### config.mk
export PLATFORM = sky130hd
export DESIGN_NAME = dbd_div
export DESIGN_NICKNAME = d
export VERILOG_FILES = /design/src/dbd_pkg.sv /design/src/dbd_div.sv
export SDC_FILE = /design/constraint.sdc
export NUM_CORES = 1
export LEC_CHECK = 0
export CORE_ASPECT_RATIO = 1.1
export CORE_MARGIN = 3
export CORE_UTILIZATION = 39
export CTS_CLUSTER_DIAMETER = 80
export CTS_CLUSTER_SIZE = 40
export DETAILED_ROUTE_END_ITERATION = 16
export DONT_BUFFER_PORTS = 1
export PLACE_DENSITY = 0.52
export RECOVER_POWER = 25
export SYNTH_ARGS = -nofsm -noshare
export SYNTH_HDL_FRONTEND = slang
export SYNTH_SLANG_ARGS = --single-unit
### constraint.sdc
create_clock -name clk -period 2.9 [get_ports clk]
set_clock_uncertainty 0.05 [all_clocks]
set_input_delay 0.29 -clock clk [delete_from_list [all_inputs] [get_ports clk]]
set_output_delay 0.29 -clock clk [all_outputs]
set_load 0.03 [all_outputs]
### src/dbd_pkg.sv
package dbd_pkg;

	// field and register widths
	localparam int DEPTH_W = 16;
	localparam int DIM_W   = 12;
	localparam int SCALE_W = 4;
	localparam int Y_W     = 11;
	localparam int SUM_W   = 22;
	localparam int CNT_W   = 7;
	localparam int MAX_HEIGHT = 2048;

	// median candidates: two stored rows plus the last row of a 3x3 block
	localparam int MED_ROWS = 6;
	localparam int MED_N    = 9;

	// register indexes
	localparam logic [1:0] CFG_SCALE  = 2'd0;
	localparam logic [1:0] CFG_WIDTH  = 2'd1;
	localparam logic [1:0] CFG_HEIGHT = 2'd2;

	typedef enum logic [3:0] {
		ST_IDLE,
		ST_RECALC,
		ST_RECALC_WAIT,
		ST_MEAN_RD,
		ST_MEAN_DIV,
		ST_MED_RD,
		ST_MED_WAIT,
		ST_MED_SEL,
		ST_OUT
	} dbd_state_t;

	typedef struct packed {
		logic               start;
		logic [SUM_W-1:0]   dividend;
		logic [CNT_W-1:0]   divisor;
	} dbd_div_req_t;

	typedef struct packed {
		logic               done;
		logic [SUM_W-1:0]   quotient;
		logic [CNT_W-1:0]   remainder;
	} dbd_div_rsp_t;

endpackage

### src/dbd_div.sv
module dbd_div
	import dbd_pkg::*;
(
	input  logic         clk,
	input  logic         arst_n,
	input  dbd_div_req_t req,
	output dbd_div_rsp_t rsp
);

	logic [SUM_W-1:0] quo_q;
	logic [CNT_W-1:0] rem_q;
	logic [CNT_W-1:0] dvs_q;
	logic [4:0]       cnt_q;
	logic             busy_q;
	logic             done_q;
	logic [CNT_W:0]   shifted;
	logic [CNT_W+1:0] diff;

	// one quotient bit per cycle, restoring
	assign shifted = {rem_q, quo_q[SUM_W-1]};
	assign diff    = {1'b0, shifted} - {2'b0, dvs_q};

	always_ff @(posedge clk or negedge arst_n) begin
		if (!arst_n) begin
			busy_q <= 1'b0;
			done_q <= 1'b0;
			cnt_q  <= '0;
		end else begin
			done_q <= 1'b0;
			if (req.start) begin
				busy_q <= 1'b1;
				cnt_q  <= '0;
			end else if (busy_q) begin
				cnt_q <= cnt_q + 5'd1;
				if (cnt_q == 5'(SUM_W - 1)) begin
					busy_q <= 1'b0;
					done_q <= 1'b1;
				end
			end
		end
	end

	// datapath
	always_ff @(posedge clk) begin
		if (req.start) begin
			quo_q <= req.dividend;
			rem_q <= '0;
			dvs_q <= req.divisor;
		end else if (busy_q) begin
			if (!diff[CNT_W+1]) begin
				rem_q <= diff[CNT_W-1:0];
				quo_q <= {quo_q[SUM_W-2:0], 1'b1};
			end else begin
				rem_q <= shifted[CNT_W-1:0];
				quo_q <= {quo_q[SUM_W-2:0], 1'b0};
			end
		end
	end

	assign rsp.done      = done_q;
	assign rsp.quotient  = quo_q;
	assign rsp.remainder = rem_q;

endmodule

==> results of run 1 <==
routing by layer:
layer  part of all wire, %  vias up  GRT usage, %
met2                    46       40         18.75
met3                   8.3        7         6.024
met4                   2.0        0         4.371
met5                     0        -             0
met1                    43      580         15.60
li1                      -      579             -
logic make-up after synthesis:
| family | synth area share, % |
|---|---|
| buffers and inverters | 3.231 |
| and+or+nand+nor | 8.080 |
| xor gates and xnor gates | 2.932 |
| muxes | 15.50 |
| DFF | 56.73 |
| adders and majority gates | 6.344 |
| AOI/OAI and AO/OA | 7.181 |
placed cells by master, fill, tap and decap left out, types with 2 or more instances in the layout:
master    instances
edfxtp_1         29
mux2_2           21
nor2_1           16
inv_1            12
ha_1              9
dfrtp_1           7
dfxtp_1           7
mux2i_1           5
nand2_1           5
clkbuf_8          5
xor2_1            4
nor3_1            3
a21oi_1           3
xnor2_1           3
o21ai_1           3
buf_4             3
mux2_1            2
nand2b_1          2
o21ai_0           2
a211oi_1          2
nand4_1           2
final timing paths:
| path | from | endpoint | slack, ns |
|---|---|---|---|
| max | quo_q[21]$_DFFE_PP_ | rem_q[0]$_SDFFE_PP0P_ | 0.47 |
| min | req[29] | rem_q[0]$_SDFFE_PP0P_ | 0.03 |
| max in group asynchronous | arst_n | busy_q$_DFF_PN0_ | 2.28 |
| min reg2reg | cnt_q[4]$_DFFE_PN0P_ | cnt_q[4]$_DFFE_PN0P_ | 0.50 |
| max reg2reg | quo_q[21]$_DFFE_PP_ | rem_q[0]$_SDFFE_PP0P_ | 0.47 |
| min in group asynchronous | arst_n | cnt_q[3]$_DFFE_PN0P_ | 0.28 |
flip-flops by register name (all words and copies together), names as in the netlist:
name / cells
busy_q: 1
cnt_q: 5
done_q: 1
dvs_q: 7
quo_q: 22
rem_q: 7
critical path, delay by kind of cell, from the launching register on:
family	cells	cell delay (ns)
AO/OA/AOI/OAI	3	0.67
adder cells (fa/ha/maj)	2	0.61
buffers and inverters	1	0.06
flip-flops	1	0.36
multiplexers	1	0.34
AND/OR/NAND/NOR	1	0.27
per-stage QoR:
| step | hold WS, ns | util, % | total power [W] |
|---|---|---|---|
| 2_1_floorplan | -0.05559 | - | 0.001206 |
| 3_3_place_gp | -0.05539 | 42.75 | 0.001274 |
| 3_5_place_dp | -0.05542 | 42.75 | 0.001277 |
| 4_1_cts | 0.006921 | 44.62 | 0.001655 |
| 5_1_grt | 0.01313 | 44.62 | 0.001727 |
| 6_report | 0.02700 | 44.62 | 0.001630 |
area by class of cell:
| class | count | area (sq um) | share of cell area (%) |
|---|---|---|---|
| inverters | 12 | 45.04 | 1.979 |
| flip-flops and latches | 43 | 1186 | 52.12 |
| clock inverters | 2 | 12.51 | 0.5498 |
| well taps | 72 | 90.09 | 3.958 |
| clock buffers | 6 | 72.57 | 3.189 |
| multi-input cells | 99 | 837.1 | 36.78 |
| repair buffers | 4 | 32.53 | 1.429 |
power groups by stage:
| stage | Sequential, W | Clock (W) | Combinational [W] |
|---|---|---|---|
| after global routing | 0.000915 | 0.000412 | 0.000400 |
| after detailed placement | 0.000920 | 0 | 0.000357 |
| after CTS | 0.000906 | 0.000386 | 0.000363 |
| after global placement | 0.000919 | 0 | 0.000354 |
| after floorplan | 0.000916 | 0 | 0.000290 |
| final | 0.000903 | 0.000367 | 0.000360 |
repair_timing:
item / in CTS / in global routing
hold buffers: 1 / 0
buffers inserted: 0 / 0
resized for setup: 0 / 0
hold endpoints to repair: 7 / 0
==> impl_metrics.csv, run 1 <==
group,metric,value,unit
worst_hold_path,hold_depth,1,
placement,place.gp.congestion,0.7281,
synthesis,ys_types,38,
placement,pre_cts_ws,0.4533,ns
synthesis,ys_dominant_reg_cell,"edfxtp_1",
drt,dr.pass1.iters,4,
critical_path,worstSetupStartpointType,"flop",
synthesis,syn_nets,201,
timing,setup_slack,0.4684,ns
synthesis,ys_async_sr_fraction,16.28,%
final_layout,drive_above_1_share,22.89,%
synthesis,netlist_top_cells_count,"edfxtp_1, mux2_2, nor2_1",
pwr,ir_drop,0.2962,mV
synthesis,synthTopCellsByArea,"edfxtp_1, mux2_2, dfrtp_1, dfxtp_1, ha_1",
timing,fin_crit,2.432,ns
timing,max_freq,411.3,MHz
drt,viasPerCell,5.067,
critical_path,path_max_fanout,8,
cts,clock_sinks,43,
pwr,p_per_area,716.3,nW/um^2
final_layout,num_antenna_cells,0,
cts,cts_tree,"yes",
critical_path,cp_cell_sequence,"inv_1, ha_1, fa_1, and2b_1, o211ai_4, a31oi_4, mux2_4, a211oi_2",
critical_path,cp-end-kind,"flop",
floorplanning,die_height,82.79,um
pwr,internal-power,0.001083,W
floorplanning,start_util,40.99,%
flow_run,maxCapViolations,0,
drt,wl_per_cell,15.89,um
critical_path,required,3.06,ns
drt,final_antenna_net_count,0,
pwr,leakage,0.8753,nW
critical_path,reg2reg_depth,8,
timing,slew_headroom,46.33,%
timing,fin_tns_setup,0,ns
grt,grt_overflow,0,
timing,final.period_utilization,83.85,%
cts,cts_made_buffers,5,
floorplanning,row_count,27,
timing,rsz0062_at_grt,"false",
pwr,p_sw,0.0005472,W
synthesis,synth_edf_count,29,
timing,worst_pin_slew,0.8041,ns
cts,clk_latency,0.29,ns
worst_hold_path,min_path_type,"input pin to flop",
pwr,pwr-share-comb,22.1,%
pwr,switching_share,33.57,%
grt,antenna_found_initial,0,
floorplanning,coreArea,5101,sq um
critical_path,max_stage_delay,0.39,ns
floorplanning,ios,62,
final_layout,final_cell_count_no_fill,238,
placement,dp_hpwl,2.766,mm
cts,cts.path.max_buffers,2,
drt,post-route-drc-count,0,
synthesis,postSynthCellCount,159,
critical_path,arrival,2.60,ns
drt,drt_wl_total,3.782,mm
timing,setup_viol_count_final,0,
synthesis,synth_top_area_share,41.65,%
cts,root_buffer,"clkbuf_8",
critical_path,path_class,"flop to flop",
grt,grtUsageTotal,12.50,%
timing,slew_violations,0,
grt,grt_first_pass_wirelength,5.913,mm
cts,clk_pin_slew,0.08,ns
grt,grt_max_degree,40,
synthesis,yosysSeqAreaShare,56.73,%
grt,grt_pass1_vias,1272,
synthesis,synth_seq_cells,43,
placement,portBuffers,0,
timing,hold_viol_final,0,
final_layout,area_delta_synth_final,8.857,%
synthesis,synth_most_common_cell,"edfxtp_1",
drt,vias,1206,
critical_path,slowest_stage,"fa_1",
pwr,pwr-share-clk,22.5,%
floorplanning,dieArea,6276,sq um
placement,dpl-instance-area,2181,sq um
final_layout,nFillCells,484,
synthesis,synth_area_leader_cell,"edfxtp_1",
final_layout,finalNetCount,207,
run_status,status,"finished, final reports clean",
cts,htreeDepth,2,
synthesis,netlist_area,2091,sq um
pwr,p_seq_share,55.4,%
synthesis,yosys_warnings,0,
drt,initialDrtViolationCount,42,
placement,dp.cells,229,
synthesis,avgSynthCellArea,13.15,sq um
floorplanning,die_w,75.81,um
final_layout,final_cell_area,2276,sq um
(Power assumes the default switching activity.)
==> inputs of run 2 (changes only) <==
==> constraint.sdc (replaced) <==
create_clock -name clk -period 2.4 [get_ports clk]
set_clock_uncertainty 0.05 [all_clocks]
set_input_delay 0.24 -clock clk [delete_from_list [all_inputs] [get_ports clk]]
set_output_delay 0.24 -clock clk [all_outputs]
set_load 0.03 [all_outputs]
==> impl_metrics.csv, run 2 (synthesized netlist as in run 1, its figures left out) <==
group,metric,value,unit
floorplanning,die_w,75.81,um
timing,slew_violations,0,
drt,wl_per_cell,16.51,um
drt,post-route-drc-count,0,
pwr,p_per_area,836.4,nW/um^2
timing,final.period_utilization,93.28,%
drt,viasPerCell,4.996,
timing,fin_tns_setup,0,ns
floorplanning,coreArea,5101,sq um
final_layout,finalNetCount,224,
final_layout,area_delta_synth_final,15.38,%
cts,clock_sinks,43,
placement,place.gp.congestion,0.8063,
cts,htreeDepth,2,
pwr,p_sw,0.0006836,W
final_layout,largest_register,"quo_q",
critical_path,cp-end-kind,"flop",
timing,hold_viol_final,0,
timing,worst_pin_slew,0.6384,ns
cts,holdBufCountCts,10,
final_layout,final_common_cell,"edfxtp_1",
pwr,ir_drop,0.4411,mV
floorplanning,dieArea,6276,sq um
pwr,pwr-share-comb,25.8,%
cts,clk_latency,0.29,ns
cts,post_cts.resized_instances,0,
critical_path,max_stage_delay,0.36,ns
cts,clk_pin_slew,0.08,ns
run_status,status,"finished, final reports clean",
pwr,p_seq_share,51.9,%
critical_path,path_class,"flop to flop",
critical_path,cp_cell_sequence,"inv_1, ha_2, fa_2, and2b_1, o211ai_4, a31oi_4, mux2_4, a211oi_2",
drt,final_antenna_net_count,0,
placement,dp.cells,237,
timing,slew_headroom,57.30,%
cts,root_buffer,"clkbuf_8",
grt,grtUsageTotal,14.35,%
timing,setup_viol_count_final,0,
drt,dr.pass1.iters,4,
drt,vias,1274,
floorplanning,start_util,40.99,%
final_layout,final_cell_count_no_fill,255,
final_layout,num_antenna_cells,0,
pwr,switching_share,33.88,%
worst_hold_path,min_path_type,"input pin to flop",
grt,antenna_found_initial,0,
critical_path,path_max_fanout,6,
cts,cts.path.max_buffers,2,
cts,cts_made_buffers,5,
final_layout,final_cell_mix,"edfxtp_1, mux2_2, nor2_1",
grt,grt_max_degree,27,
floorplanning,ios,62,
grt,grt_pass1_vias,1337,
critical_path,required,2.57,ns
critical_path,arrival,2.40,ns
timing,max_freq,446.7,MHz
cts,cts_tree,"yes",
pwr,pwr-share-clk,22.3,%
pwr,leakage,0.9316,nW
critical_path,worstSetupStartpointType,"flop",
cts,postCtsSetupRepairBufs,0,
floorplanning,row_count,27,
flow_run,maxCapViolations,0,
grt,grt_first_pass_wirelength,6.617,mm
final_layout,top_regs,"quo_q (22), dvs_q (7), rem_q (7)",
grt,grt_overflow,0,
critical_path,slowest_stage,"edfxtp_1",
floorplanning,die_height,82.79,um
final_layout,drive_above_1_share,23.50,%
pwr,internal-power,0.001334,W
timing,rsz0062_at_grt,"false",
placement,portBuffers,0,
timing,fin_crit,2.239,ns
placement,dp_hpwl,3.050,mm
drt,drt_wl_total,4.209,mm
final_layout,largest_reg_flops,22,
drt,initialDrtViolationCount,65,
## run 2: cell types whose count changed in the layout (fill, tap and decap cells not counted), sizes merged
cell,change
buf,+3
clkbuf,+5
dlygate4sd3,+9
## run 2: through the flow
step / hold WS (ns) / cell area, sq um / total power (W) / util [%] / worst slack, ns
2_1_floorplan: -0.1056 / 2096 / 0.001458 / - / 0.01849
3_3_place_gp: -0.1054 / 2246 / 0.001575 / 44.03 / 0.2383
3_5_place_dp: -0.1054 / 2246 / 0.001582 / 44.03 / 0.1553
4_1_cts: 0.09579 / 2431 / 0.002056 / 47.66 / 0.1306
5_1_grt: 0.08617 / 2412 / 0.002141 / 47.29 / 0.04267
6_report: 0.09987 / 2412 / 0.002018 / 47.29 / 0.1613
## run 2: area by class of cell
class | count | area [sq um]
Fill cell | 470 | 2689
Clock inverter | 2 | 12.51
Timing Repair Buffer | 21 | 163.9
Inverter | 12 | 45.04
Sequential cell | 43 | 1186
Multi-Input combinational cell | 99 | 842.1
Clock buffer | 6 | 72.57
Tap cell | 72 | 90.09
## run 2: worst paths after layout
kind                                       from               endpoint  slack [ns]  cells after the start
setup / recovery            quo_q[21]$_DFFE_PP_  rem_q[0]$_SDFFE_PP0P_        0.16                      8
hold / removal                           req[7]     quo_q[0]$_DFFE_PP_         0.1                      1
setup reg to reg            quo_q[21]$_DFFE_PP_  rem_q[0]$_SDFFE_PP0P_        0.16                      8
hold reg to reg            cnt_q[4]$_DFFE_PN0P_   cnt_q[4]$_DFFE_PN0P_        0.53                      2
max in group asynchronous                arst_n       busy_q$_DFF_PN0_        1.85                      1
min in group asynchronous                arst_n   cnt_q[2]$_DFFE_PN0P_        0.22                      1
## run 2: worst max-delay path: cells and delay by family (launching register included)
| kind | cells | cell delay, ns |
|---|---|---|
| DFF | 1 | 0.36 |
| AOI/OAI and AO/OA | 3 | 0.56 |
| muxes | 1 | 0.33 |
| buffers and inverters | 1 | 0.06 |
| and+or+nand+nor | 1 | 0.26 |
| adders and majority gates | 2 | 0.54 |
## run 2: per-layer routing
layer | wire [um] | share of wire (%) | global-route usage (%)
met1 | 1676 | 40 | 16.67
met5 | 0 | 0 | 0
met3 | 390 | 9.3 | 6.627
met4 | 63 | 1.5 | 5.245
met2 | 2078 | 49 | 23.03
## run 2: power by group through the flow
stage	clock network [W]	logic [W]	registers, W
after global routing	0.000507	0.000574	0.00106
after floorplan	0	0.000352	0.00111
after detailed placement	0	0.000516	0.00107
final	0.000449	0.000521	0.00105
after global placement	0	0.000509	0.00107
after CTS	0.000465	0.000539	0.00105
==> inputs of run 3 (changes only) <==
==> constraint.sdc (replaced) <==
create_clock -name clk -period 2.4 [get_ports clk]
set_clock_uncertainty 0.05 [all_clocks]
set_input_delay 0.24 -clock clk [delete_from_list [all_inputs] [get_ports clk]]
set_output_delay 0.24 -clock clk [all_outputs]
set_load 0.02 [all_outputs]
==> impl_metrics.csv, run 3 (synthesized netlist as in run 1, its figures left out) <==
group,metric,value,unit
cts,cts_tree,"yes",
critical_path,reg2reg_setup_slack,0.14,ns
critical_path,reg2reg_to,"rem_q[0]$_SDFFE_PP0P_",
pwr,leakage,0.9525,nW
timing,setup_viol_count_final,0,
critical_path,critPathLaunch,"quo_q[21]$_DFFE_PP_",
timing,slew_headroom,59.50,%
critical_path,path_class,"flop to flop",
floorplanning,ios,62,
placement,portBuffers,0,
final_layout,finalNetCount,224,
floorplanning,start_util,40.99,%
grt,antenna_found_initial,0,
critical_path,max_stage_delay,0.36,ns
floorplanning,die_height,82.79,um
drt,dr.pass1.iters,4,
critical_path,arrival,2.42,ns
grt,grt_pass1_vias,1337,
flow_run,maxCapViolations,0,
placement,pre_cts_ws,0.1086,ns
timing,max_freq,442.1,MHz
cts,clk_latency,0.29,ns
cts,htreeDepth,2,
critical_path,required,2.56,ns
timing,final.period_utilization,94.24,%
drt,final_antenna_net_count,0,
cts,cts_made_buffers,5,
critical_path,reg2reg_depth,8,
final_layout,final_common_cell,"edfxtp_1",
timing,rsz0062_at_grt,"false",
worst_hold_path,holdCritStartpoint,"req[7]",
final_layout,seq_area,1186,sq um
floorplanning,dieArea,6276,sq um
pwr,ir_drop,0.3853,mV
floorplanning,coreArea,5101,sq um
critical_path,r2r-start,"quo_q[21]$_DFFE_PP_",
timing,fin_tns_setup,0,ns
placement,place.gp.congestion,0.7250,
drt,drt_wl_total,4.227,mm
timing,fin_crit,2.262,ns
floorplanning,die_w,75.81,um
cts,clock_sinks,43,
placement,dp_hpwl,3.031,mm
final_layout,final_cell_mix,"edfxtp_1, mux2_2, nor2_1",
critical_path,cp_cell_sequence,"inv_1, ha_1, fa_2, and2b_2, o211ai_4, a31oi_4, mux2_4, a211oi_2",
final_layout,area_delta_synth_final,16.40,%
pwr,p_per_area,812.6,nW/um^2
drt,wl_per_cell,16.58,um
final_layout,drive_above_1_share,26.23,%
grt,grt_max_degree,27,
critical_path,path_max_fanout,4,
final_layout,largest_reg_flops,22,
critical_path,slowest_stage,"edfxtp_1",
critical_path,worstSetupStartpointType,"flop",
drt,initialDrtViolationCount,76,
drt,vias,1277,
cts,clk_pin_slew,0.08,ns
timing,worst_pin_slew,0.6054,ns
run_status,status,"finished, final reports clean",
grt,grt_first_pass_wirelength,6.734,mm
final_layout,multiInputGateArea,840.8,sq um
timing,slew_violations,0,
grt,grtUsageTotal,14.60,%
final_layout,num_antenna_cells,0,
final_layout,top_regs,"quo_q (22), dvs_q (7), rem_q (7)",
final_layout,largest_register,"quo_q",
cts,cts.path.max_buffers,2,
critical_path,cp-endpoint,"rem_q[0]$_SDFFE_PP0P_",
floorplanning,row_count,27,
timing,setup_slack,0.1381,ns
drt,viasPerCell,5.008,
critical_path,cp-end-kind,"flop",
worst_hold_path,min_path_type,"input pin to flop",
grt,grt_overflow,0,
final_layout,nFillCells,462,
drt,post-route-drc-count,0,
timing,hold_viol_final,0,
cts,root_buffer,"clkbuf_8",
## run 3: cell count changes in the layout (fill, tap and decap cells not counted), sizes merged
cell    delta
buf        +5
clkbuf     -5
## run 3: critical path, delay by kind of cell, from the launching register on
family                   cells  cell delay, ns
adder cells (fa/ha/maj)      2            0.57
AO/OA/AOI/OAI                3            0.54
flip-flops                   1            0.36
multiplexers                 1            0.33
AND/OR/NAND/NOR              1            0.25
buffers and inverters        1            0.06
## run 3: worst min path at each step
stage          slack (ns)  cells after the start                    to
3_3_place_gp        -0.11                      0  cnt_q[2]$_DFFE_PN0P_
6_report             0.10                      1    quo_q[0]$_DFFE_PP_
3_5_place_dp        -0.11                      0  cnt_q[3]$_DFFE_PN0P_
4_1_cts              0.10                      1    quo_q[0]$_DFFE_PP_
5_1_grt               0.1                      1   quo_q[13]$_DFFE_PP_
2_1_floorplan       -0.11                      0      busy_q$_DFF_PN0_
## run 3: layout make-up
| type | count | share of cell area, % |
|---|---|---|
| clock inverter | 2 | 0.5141 |
| inverter | 12 | 1.851 |
| timing repair buffer | 21 | 7.661 |
| tap | 72 | 3.702 |
| clock buffer | 6 | 2.982 |
| sequential | 43 | 48.74 |
| multi-input combinational | 99 | 34.55 |
## run 3: stage by stage
step | hold slack (ns) | instances | power, W | instance area, sq um | utilization (%)
floorplan | -0.1056 | 159 | 0.001401 | 2091 | -
global placement | -0.1054 | 236 | 0.001512 | 2233 | 43.78
detailed placement | -0.1054 | 236 | 0.001522 | 2233 | 43.78
CTS | 0.1003 | 254 | 0.001995 | 2419 | 47.41
global route | 0.09928 | 255 | 0.002094 | 2434 | 47.71
finish | 0.1043 | 255 | 0.001978 | 2434 | 47.71
## run 3: repair_timing
item | CTS | global route
hold endpoints to repair | 27 | 0
setup endpoints to repair | 0 | 4
hold buffers | 10 | 0
gates resized for setup | 0 | 3
buffers inserted | 0 | 1
## run 3: where the power goes
group / switching [W] / internal, W
clock network: 0.000240 / 0.000203
registers: 0.000135 / 0.000891
logic: 0.000255 / 0.000253
## run 3: routing by layer
metal / vias up / track usage (%) / wire length [um]
met5: - / 0 / 0
met4: 0 / 4.196 / 47
met3: 5 / 6.988 / 370
met2: 39 / 24.23 / 2164
met1: 616 / 16.60 / 1644
li1: 617 / - / -
